## src/rtl/core/sba_pkg.sv

```systemverilog
// Shared types and constants of the size class bitmap allocator.
`default_nettype none
package sba_pkg;

  localparam int HW_CLASSES = 3;
  localparam int SLOT_W     = 17;
  localparam int REGION_W   = 21;
  localparam int ADDR_W     = 32;
  localparam int CFG_IDX_W  = 3;
  localparam int CFG_DATA_W = 32;

  // Configuration register indexes
  localparam logic [CFG_IDX_W-1:0] REG_SMALL_SLOT   = 3'd0;
  localparam logic [CFG_IDX_W-1:0] REG_MEDIUM_SLOT  = 3'd1;
  localparam logic [CFG_IDX_W-1:0] REG_BIG_SLOT     = 3'd2;
  localparam logic [CFG_IDX_W-1:0] REG_SMALL_BASE   = 3'd3;
  localparam logic [CFG_IDX_W-1:0] REG_MEDIUM_BASE  = 3'd4;
  localparam logic [CFG_IDX_W-1:0] REG_BIG_BASE     = 3'd5;
  localparam logic [CFG_IDX_W-1:0] REG_REGION_BYTES = 3'd6;

  // Operation codes
  localparam logic OP_ALLOC = 1'b0;
  localparam logic OP_FREE  = 1'b1;

  // Status codes
  localparam logic [1:0] ST_OK        = 2'd0;
  localparam logic [1:0] ST_FULL      = 2'd1;
  localparam logic [1:0] ST_TOO_LARGE = 2'd2;
  localparam logic [1:0] ST_NOWHERE   = 2'd3;

  typedef struct packed {
    logic              operation;
    logic [ADDR_W-1:0] request_size;
    logic [ADDR_W-1:0] free_address;
  } req_t;

  typedef struct packed {
    logic [1:0]        status;
    logic [ADDR_W-1:0] slot_address;
    logic [1:0]        size_class;
  } rsp_t;

endpackage
`default_nettype wire

```

## src/rtl/core/size_class_bitmap_allocator.sv

```systemverilog
// Size class bitmap allocator top level.
//
//   channel  dir  handshake            payload
//   in       in   in_valid/in_stall    in_data  (req_t)
//   out      out  out_valid/out_stall  out_data (rsp_t)
//   cfg      in   cfg_write            cfg_index, cfg_data
//
// Every item that matches a class first runs the shared 32-step divider
// (region bytes / slot size); a free runs it a second time
// (offset / slot size). Allocate then reads and checks one bitmap word
// at a time until a free bit is found, then does a multiply and an add.
// After reset the bitmap RAM is swept to zero, one word a cycle, over all
// min(CLASS_COUNT, 3)*MAX_SLOTS/32 words with in_stall high.
// A finished result waits in the output register; the next item is taken
// meanwhile and only its final transfer waits on out_stall.
`default_nettype none
module size_class_bitmap_allocator
  import sba_pkg::*;
#(
  parameter int MAX_SLOTS   = 1024,
  parameter int CLASS_COUNT = 3
) (
  input  wire logic                  clk,
  input  wire logic                  rst,
  input  wire logic                  in_valid,
  output logic                       in_stall,
  input  wire req_t                  in_data,
  output logic                       out_valid,
  input  wire logic                  out_stall,
  output rsp_t                       out_data,
  input  wire logic                  cfg_write,
  input  wire logic [CFG_IDX_W-1:0]  cfg_index,
  input  wire logic [CFG_DATA_W-1:0] cfg_data
);

  localparam int NCLS  = (CLASS_COUNT < HW_CLASSES) ? CLASS_COUNT : HW_CLASSES;
  localparam int WORDS = MAX_SLOTS / 32;
  localparam int DEPTH = NCLS * WORDS;
  localparam int AW    = (DEPTH > 1) ? $clog2(DEPTH) : 1;
  localparam int WIW   = (WORDS > 1) ? $clog2(WORDS) : 1;
  localparam int WW    = $clog2(WORDS + 1);
  localparam int IW    = $clog2(MAX_SLOTS);
  localparam int PW    = IW + SLOT_W;

  typedef enum logic [8:0] {
    S_CLEAR = 9'b000000001,
    S_IDLE  = 9'b000000010,
    S_DIVN  = 9'b000000100,
    S_DIVQ  = 9'b000001000,
    S_READ  = 9'b000010000,
    S_CHECK = 9'b000100000,
    S_MUL   = 9'b001000000,
    S_ADD   = 9'b010000000,
    S_DONE  = 9'b100000000
  } state_t;

  state_t state;

  // Configuration registers
  logic [SLOT_W-1:0]   slot_bytes [HW_CLASSES];
  logic [ADDR_W-1:0]   region_base [HW_CLASSES];
  logic [REGION_W-1:0] region_bytes;

  always_ff @(posedge clk) begin
    if (rst) begin
      slot_bytes[0]  <= SLOT_W'(16);
      slot_bytes[1]  <= SLOT_W'(64);
      slot_bytes[2]  <= SLOT_W'(256);
      region_base[0] <= 32'd0;
      region_base[1] <= 32'd16384;
      region_base[2] <= 32'd32768;
      region_bytes   <= REGION_W'(16384);
    end else if (cfg_write) begin
      case (cfg_index)
        REG_SMALL_SLOT:   slot_bytes[0]  <= cfg_data[SLOT_W-1:0];
        REG_MEDIUM_SLOT:  slot_bytes[1]  <= cfg_data[SLOT_W-1:0];
        REG_BIG_SLOT:     slot_bytes[2]  <= cfg_data[SLOT_W-1:0];
        REG_SMALL_BASE:   region_base[0] <= cfg_data;
        REG_MEDIUM_BASE:  region_base[1] <= cfg_data;
        REG_BIG_BASE:     region_base[2] <= cfg_data;
        REG_REGION_BYTES: region_bytes   <= cfg_data[REGION_W-1:0];
        default: ;
      endcase
    end
  end

  function automatic logic [SLOT_W-1:0] eff_slot(input logic [SLOT_W-1:0] s);
    eff_slot = (s == '0) ? SLOT_W'(1) : s;
  endfunction

  function automatic logic [AW-1:0] class_base(input logic [1:0] c);
    class_base = AW'(AW'(c) * AW'(WORDS));
  endfunction

  // Item registers
  logic              op;
  logic [1:0]        cls;
  logic [ADDR_W-1:0] offset;
  logic [WW-1:0]     nw;
  logic [WW-1:0]     w;
  logic [AW-1:0]     word_addr;
  logic [4:0]        bitpos;
  logic [IW-1:0]     slot_idx;
  logic [PW-1:0]     prod;
  rsp_t              res;
  logic [AW-1:0]     clr_addr;

  // Class selection at accept time, lowest class wins
  logic              sel_found;
  logic [1:0]        sel_cls;
  logic [ADDR_W-1:0] sel_off;
  logic [ADDR_W-1:0] off_c;

  always_comb begin
    sel_found = 1'b0;
    sel_cls   = '0;
    sel_off   = '0;
    off_c     = '0;
    for (int c = NCLS - 1; c >= 0; c--) begin
      if (in_data.operation == OP_ALLOC) begin
        if (in_data.request_size <= ADDR_W'(eff_slot(slot_bytes[c]))) begin
          sel_found = 1'b1;
          sel_cls   = 2'(c);
        end
      end else begin
        off_c = in_data.free_address - region_base[c];
        if (off_c < ADDR_W'(region_bytes)) begin
          sel_found = 1'b1;
          sel_cls   = 2'(c);
          sel_off   = off_c;
        end
      end
    end
  end

  logic accept;
  assign in_stall = (state != S_IDLE);
  assign accept   = in_valid && (state == S_IDLE);

  // Shared divider
  logic              div_start;
  logic              div_done;
  logic [ADDR_W-1:0] div_dividend;
  logic [SLOT_W-1:0] div_divisor;
  logic [ADDR_W-1:0] quotient;

  assign div_start    = (accept && sel_found) ||
                        (state == S_DIVN && div_done && op == OP_FREE);
  assign div_dividend = accept ? ADDR_W'(region_bytes) : offset;
  assign div_divisor  = accept ? eff_slot(slot_bytes[sel_cls]) : eff_slot(slot_bytes[cls]);

  sba_div u_div (
    .clk      (clk),
    .rst      (rst),
    .start    (div_start),
    .dividend (div_dividend),
    .divisor  (div_divisor),
    .done     (div_done),
    .quotient (quotient)
  );

  // Usable word count from the slot count
  logic [ADDR_W-1:0] slots;
  logic [WW-1:0]     nw_calc;
  assign slots   = (quotient > ADDR_W'(MAX_SLOTS)) ? ADDR_W'(MAX_SLOTS) : quotient;
  assign nw_calc = WW'(slots >> 5);

  // Bitmap memory
  logic          ram_we;
  logic [AW-1:0] ram_waddr;
  logic [31:0]   ram_wdata;
  logic [31:0]   rdata;
  logic [31:0]   set_data;
  logic [4:0]    free_bit;

  always_comb begin
    free_bit = '0;
    for (int b = 31; b >= 0; b--) begin
      if (!rdata[b]) begin
        free_bit = 5'(b);
      end
    end
  end

  assign set_data = rdata | (32'd1 << free_bit);

  always_comb begin
    ram_we    = 1'b0;
    ram_waddr = word_addr;
    ram_wdata = '0;
    if (state == S_CLEAR) begin
      ram_we    = 1'b1;
      ram_waddr = clr_addr;
    end else if (state == S_CHECK) begin
      if (op == OP_FREE) begin
        ram_we    = 1'b1;
        ram_wdata = rdata & ~(32'd1 << bitpos);
      end else if (rdata != '1) begin
        ram_we    = 1'b1;
        ram_wdata = set_data;
      end
    end
  end

  sba_ram #(.WIDTH(32), .DEPTH(DEPTH)) u_bitmap (
    .clk   (clk),
    .we    (ram_we),
    .waddr (ram_waddr),
    .wdata (ram_wdata),
    .raddr (word_addr),
    .rdata (rdata)
  );

  // Control sequence
  always_ff @(posedge clk) begin
    if (rst) begin
      state     <= S_CLEAR;
      clr_addr  <= '0;
      out_valid <= 1'b0;
    end else begin
      // Raise the result when done, drop it after its transfer
      if (state == S_DONE && (!out_valid || !out_stall)) begin
        out_valid <= 1'b1;
      end else if (out_valid && !out_stall) begin
        out_valid <= 1'b0;
      end
      case (state)
        S_CLEAR: begin
          clr_addr <= clr_addr + AW'(1);
          if (clr_addr == AW'(DEPTH - 1)) begin
            state <= S_IDLE;
          end
        end
        S_IDLE: begin
          if (accept) begin
            state <= sel_found ? S_DIVN : S_DONE;
          end
        end
        S_DIVN: begin
          if (div_done) begin
            if (op == OP_FREE) begin
              state <= S_DIVQ;
            end else if (nw_calc == '0) begin
              state <= S_DONE;
            end else begin
              state <= S_READ;
            end
          end
        end
        S_DIVQ: begin
          if (div_done) begin
            state <= (quotient < ADDR_W'({nw, 5'd0})) ? S_READ : S_DONE;
          end
        end
        S_READ:  state <= S_CHECK;
        S_CHECK: begin
          if (op == OP_FREE) begin
            state <= S_DONE;
          end else if (rdata != '1) begin
            state <= S_MUL;
          end else if (w + WW'(1) == nw) begin
            state <= S_DONE;
          end else begin
            state <= S_READ;
          end
        end
        S_MUL: state <= S_ADD;
        S_ADD: state <= S_DONE;
        S_DONE: begin
          if (!out_valid || !out_stall) begin
            state <= S_IDLE;
          end
        end
        default: state <= S_IDLE;
      endcase
    end
  end

  // Item datapath
  always_ff @(posedge clk) begin
    case (state)
      S_IDLE: begin
        op               <= in_data.operation;
        cls              <= sel_cls;
        offset           <= sel_off;
        res.slot_address <= '0;
        res.size_class   <= sel_found ? sel_cls : 2'd0;
        res.status       <= sel_found ? ST_OK :
                            (in_data.operation == OP_ALLOC) ? ST_TOO_LARGE : ST_NOWHERE;
      end
      S_DIVN: begin
        if (div_done) begin
          nw        <= nw_calc;
          w         <= '0;
          word_addr <= class_base(cls);
          if (op == OP_ALLOC && nw_calc == '0) begin
            res.status <= ST_FULL;
          end
        end
      end
      S_DIVQ: begin
        if (div_done) begin
          word_addr <= class_base(cls) + AW'(quotient[5 +: WIW]);
          bitpos    <= quotient[4:0];
        end
      end
      S_CHECK: begin
        if (op == OP_ALLOC) begin
          if (rdata != '1) begin
            slot_idx <= IW'({w[WIW-1:0], free_bit});
          end else begin
            w         <= w + WW'(1);
            word_addr <= word_addr + AW'(1);
            if (w + WW'(1) == nw) begin
              res.status <= ST_FULL;
            end
          end
        end
      end
      S_MUL: prod <= PW'(slot_idx) * PW'(eff_slot(slot_bytes[cls]));
      S_ADD: res.slot_address <= region_base[cls] + 32'(prod);
      S_DONE: begin
        if (!out_valid || !out_stall) begin
          out_data <= res;
        end
      end
      default: ;
    endcase
  end

`ifndef ASSERT_OFF
  // A bitmap word is checked only right after it was read
  a_check_after_read: assert property (@(posedge clk) disable iff (rst)
    state == S_CHECK |-> $past(state) == S_READ)
    else $error("bitmap check without a preceding read");

  // The divider finishes only while the sequencer waits on it
  a_div_done_waited: assert property (@(posedge clk) disable iff (rst)
    div_done |-> (state == S_DIVN || state == S_DIVQ))
    else $error("divider finished outside a divide state");

  // Reset always starts the clearing sweep
  a_reset_clears: assert property (@(posedge clk)
    rst |=> state == S_CLEAR)
    else $error("reset did not start the clearing sweep");

  // The address add is always followed by a successful allocate result
  a_add_to_done: assert property (@(posedge clk) disable iff (rst)
    state == S_ADD |=> state == S_DONE && res.status == ST_OK)
    else $error("address add not followed by an ok result");
`endif

endmodule
`default_nettype wire

```

## src/rtl/core/sba_ram.sv

```systemverilog
// Generic single write, single read RAM with registered read data.
`default_nettype none
module sba_ram #(
  parameter int WIDTH = 32,
  parameter int DEPTH = 96
) (
  input  wire logic                                   clk,
  input  wire logic                                   we,
  input  wire logic [(DEPTH > 1 ? $clog2(DEPTH) : 1)-1:0] waddr,
  input  wire logic [WIDTH-1:0]                       wdata,
  input  wire logic [(DEPTH > 1 ? $clog2(DEPTH) : 1)-1:0] raddr,
  output logic      [WIDTH-1:0]                       rdata
);

  logic [WIDTH-1:0] mem [DEPTH];

  // Write and register the read
  always_ff @(posedge clk) begin
    if (we) begin
      mem[waddr] <= wdata;
    end
    rdata <= mem[raddr];
  end

endmodule
`default_nettype wire

```

## src/rtl/core/sba_div.sv

```systemverilog
// Restoring divider, one quotient bit per cycle.
`default_nettype none
module sba_div
  import sba_pkg::*;
(
  input  wire logic              clk,
  input  wire logic              rst,
  input  wire logic              start,
  input  wire logic [ADDR_W-1:0] dividend,
  input  wire logic [SLOT_W-1:0] divisor,
  output logic                   done,
  output logic      [ADDR_W-1:0] quotient
);

  logic              busy;
  logic [4:0]        count;
  logic [SLOT_W-1:0] rem;
  logic [SLOT_W-1:0] dvs;
  logic [SLOT_W:0]   trial;
  logic              fits;

  assign trial = {rem, quotient[ADDR_W-1]};
  assign fits  = trial >= {1'b0, dvs};

  // Control: run 32 steps after start
  always_ff @(posedge clk) begin
    if (rst) begin
      busy  <= 1'b0;
      done  <= 1'b0;
      count <= '0;
    end else begin
      done <= 1'b0;
      if (start) begin
        busy  <= 1'b1;
        count <= '0;
      end else if (busy) begin
        count <= count + 5'd1;
        if (count == 5'd31) begin
          busy <= 1'b0;
          done <= 1'b1;
        end
      end
    end
  end

  // Datapath: shift, compare, subtract
  always_ff @(posedge clk) begin
    if (start) begin
      rem      <= '0;
      dvs      <= divisor;
      quotient <= dividend;
    end else if (busy) begin
      rem      <= fits ? SLOT_W'(trial - {1'b0, dvs}) : trial[SLOT_W-1:0];
      quotient <= {quotient[ADDR_W-2:0], fits};
    end
  end

endmodule
`default_nettype wire

```

## config.mk

```make
export PLATFORM = sky130hd
export DESIGN_NAME = size_class_bitmap_allocator
export DESIGN_NICKNAME = d
export VERILOG_FILES = /design/src/rtl/core/sba_pkg.sv /design/src/rtl/core/size_class_bitmap_allocator.sv /design/src/rtl/core/sba_ram.sv /design/src/rtl/core/sba_div.sv
export SDC_FILE = /design/constraint.sdc
export NUM_CORES = 2
export LEC_CHECK = 0
export BUFFER_PORTS_ARGS = -buffer_cell sky130_fd_sc_hd__buf_2
export CAP_MARGIN = 20
export CORE_ASPECT_RATIO = 1.2
export CORE_MARGIN = 10
export CORE_UTILIZATION = 40
export DETAILED_ROUTE_END_ITERATION = 10
export GPL_ROUTABILITY_DRIVEN = 0
export PLACE_DENSITY_LB_ADDON = 0.25
export SLEW_MARGIN = 20
export SYNTH_ARGS = -nofsm -noshare
export SYNTH_HDL_FRONTEND = slang
export SYNTH_SLANG_ARGS = --single-unit
```

## constraint.sdc

```tcl
create_clock -name clk -period 9 [get_ports clk]
set_input_delay 1.8 -clock clk [delete_from_list [all_inputs] [get_ports clk]]
set_output_delay 1.8 -clock clk [all_outputs]
set_load 0.02 [all_outputs]
```

==> out/results.ini <==
[synth]
yosysTopAreaCell = edfxtp_1
ys_types = 88
ys_ff_latch = 3532
synth_cells = 8294
synth_warnings = 0
synth_ff_type = edfxtp_1
synth.most_common_cell = edfxtp_1
muxShareOfSynthArea = 0.158
synth_compound_area_frac = 0.0370
syn-cell-area_um2 = 152000
synth-simple-area-share = 0.0446
synth_top_area_frac = 0.679
synth_top_family_by_area = multiplexers
yosys.area_share.adder = 0.0425
ys_top_cells_by_area = edfxtp_1 (68%), mux4_2 (15%), ha_1 (2.6%)
async_flop_share = 0
synth-edff-count = 3436
synth.avg_cell_area_um2 = 18.3
synth_xor_area_frac = 0.00778
synth_common_cells = edfxtp_1 (3,436), mux4_2 (989), nand2_1 (436), inv_1 (367), nor2_1 (343)
ys_seq_area_frac = 0.691

[placed_design]
io_buffers = 142
post-dp-hpwl_mm = 253

[run_status]
status = finished, final reports clean

[clocking]
h-tree-depth = 5
cts_setup_buffers = 0
hold_buffers = 0
clk_pin_slew_ps = 60
clock_sinks = 3532
cts.path.max_buffers = 4
numCtsBuffers = 359
clk_latency_ps = 930
ctsResizeCount = 0
cts_tree = built
clockRootBuffer = clkbuf_16

[timing]
fmax_mhz = 127
relSlewSlack = 0.222
worstMarginPinSlew_ps = 1160
skew_ps = 56.0
whs_ps = 394
finalHoldViolations = 0
setup_violations = 0
fin_setup_tns_ps = 0
layout_min_cycle_time_ps = 7860
rsz0062_at_grt = no
fin_crit_sh = 0.874
slew_viol_final = 0

[routing]
wl_per_cell_um = 30.0
drt-vias-per-instance = 5.77
ant_nets = 0
vias = 80700
drt-total-wl_mm = 419
drt_iter0_drc = 8058
drc_errors = 0
firstDrtPassIters = 6

[floorplanning]
die-height_um = 695
num_rows = 247
ioPinCount = 143
die_width_um = 583
initial_core_util = 0.402
coreArea_um2 = 378000
die_area_um2 = 405000

[global_routing]
grt_pass1_wl_mm = 600
antenna_found_initial = 28
overflow = 0
grt_usage = 0.203
grt_max_degree = 121
grt_pass1_vias = 82900

[critical_path]
arrival_ps = 8530
rr_worst_depth = 26
crit_path_end = prod[25]
r2r-end = prod[25]
cp-start-kind = register
cp_max_fo = 18
rrSetupSlack_ps = 1140
end_kind = register
path_class = reg2reg
critPathRequiredTime_ps = 9670

[layout]
syn_to_final_growth_pct = 13.3
nNetsFinal = 9241
drive_gt1_frac = 0.233
register_area_um2 = 105000
fin_util = 0.456
fillCellCount = 31900
multi_input_area_um2 = 45100

[worst_hold_path]
hp-class = reg2reg

[power]
power_density_nw_per_um2 = 214
leakage_uw = 0.0482
ir_worst_vdd_v = 0.000324

[job]
drv_cap = 0

worst min-delay path by stage:
stage                 start           end  depth (start not counted)  slack [ps]
floorplan            res[0]   out_data[0]                          0         400
global placement    res[20]  out_data[20]                          0         400
detailed placement  res[20]  out_data[20]                          0         400
CTS                  res[5]   out_data[5]                          0         400
global route         res[5]   out_data[5]                          0         400
finish               res[5]   out_data[5]                          0         390
metal layers:
layer  vias to the layer above  track usage  part of all wire
li1                      34100            -                 -
met1                     42800        0.255              0.38
met2                      3001        0.352              0.51
met3                       753       0.0291             0.063
met4                         8       0.0858             0.050
met5                         -            0           0.00011
cell type report:
type,instances,area share
flip-flops and latches,3532,0.610
multi-input cells,4027,0.262
clock buffers,442,0.0548
well taps,4980,0.0362
repair buffers,406,0.0177
clock inverters,201,0.0109
inverters,367,0.00800
diodes,23,0.000334
layout by cell type (no fill, tap or decap), types with 64 or more instances in the layout:
| cell type | synthesis | final |
|---|---|---|
| fa_1 | 123 | 123 |
| inv_1 | 367 | 367 |
| nor2_4 | 0 | 98 |
| clkinv_1 | 0 | 85 |
| o21ai_0 | 242 | 224 |
| buf_2 | 1 | 142 |
| nor3_1 | 80 | 64 |
| buf_4 | 3 | 232 |
| dfxtp_1 | 96 | 93 |
| mux2i_1 | 140 | 140 |
| nor2_1 | 343 | 244 |
| nand2_1 | 436 | 435 |
| and2_1 | 143 | 143 |
| nand3_1 | 74 | 74 |
| edfxtp_1 | 3436 | 3436 |
| a21oi_1 | 241 | 240 |
| clkbuf_1 | 251 | 76 |
| ha_1 | 320 | 320 |
| xnor2_1 | 78 | 78 |
| mux4_2 | 989 | 989 |
| clkbuf_16 | 0 | 365 |
power breakdown:
part | total (uW) | leakage (uW) | switching, uW | internal (uW)
Clock | 14500 | 0.00548 | 6250 | 8260
Combinational | 4090 | 0.0161 | 2450 | 1640
Sequential | 18300 | 0.0266 | 110 | 18200
Total | 36900 | 0.0482 | 8810 | 28100
stage by stage:
step | power (uW) | instance area (um^2) | setup slack [ps] | std cells
after floorplan | 21400 | 152000 | 1020 | 8304
after global placement | 22700 | 161000 | 366 | 13300
after detailed placement | 22700 | 161000 | 377 | 13300
after CTS | 37200 | 172000 | 1110 | 13900
after global routing | 38400 | 172000 | 740 | 14000
final | 36900 | 172000 | 1140 | 14000
worst max-delay path, stage by stage (launching register included):
cell	delay, ps
dfxtp_4	570
mux2i_1	230
o21ai_0	100
buf_4	240
nor4_1	330
and4_1	240
a211oi_1	50
buf_4	220
nand2b_1	170
fa_1	420
fa_1	490
fa_1	500
inv_1	50
fa_1	490
fa_1	420
ha_1	360
and2_1	200
a31o_2	230
a211o_1	280
nand2_1	90
o21ai_0	160
o41ai_1	570
o21ai_0	230
or4_1	460
a31o_2	250
a21oi_1	170
xnor2_1	80
flip-flops by register name, indices dropped and copies added, names as in the netlist, 7 cells and up, named ones only:
register and count:
clr_addr 7, offset 32, out_data 36, prod 27, region_base 96, region_bytes 21
res 36, slot_bytes 51, slot_idx 10, state 9, u_bitmap.mem 3072, u_bitmap.rdata 32
u_div.dvs 17, u_div.quotient 32, u_div.rem 17, word_addr 7
cells by family after synthesis:
family	after synthesis
flops	3532
buf+inv	745
other cells	1
compound gates	877
mux	1157
xor+xnor	135
simple gates	1404
fa+ha+maj	443
Note: power is estimated with default switching activity, not from simulation.
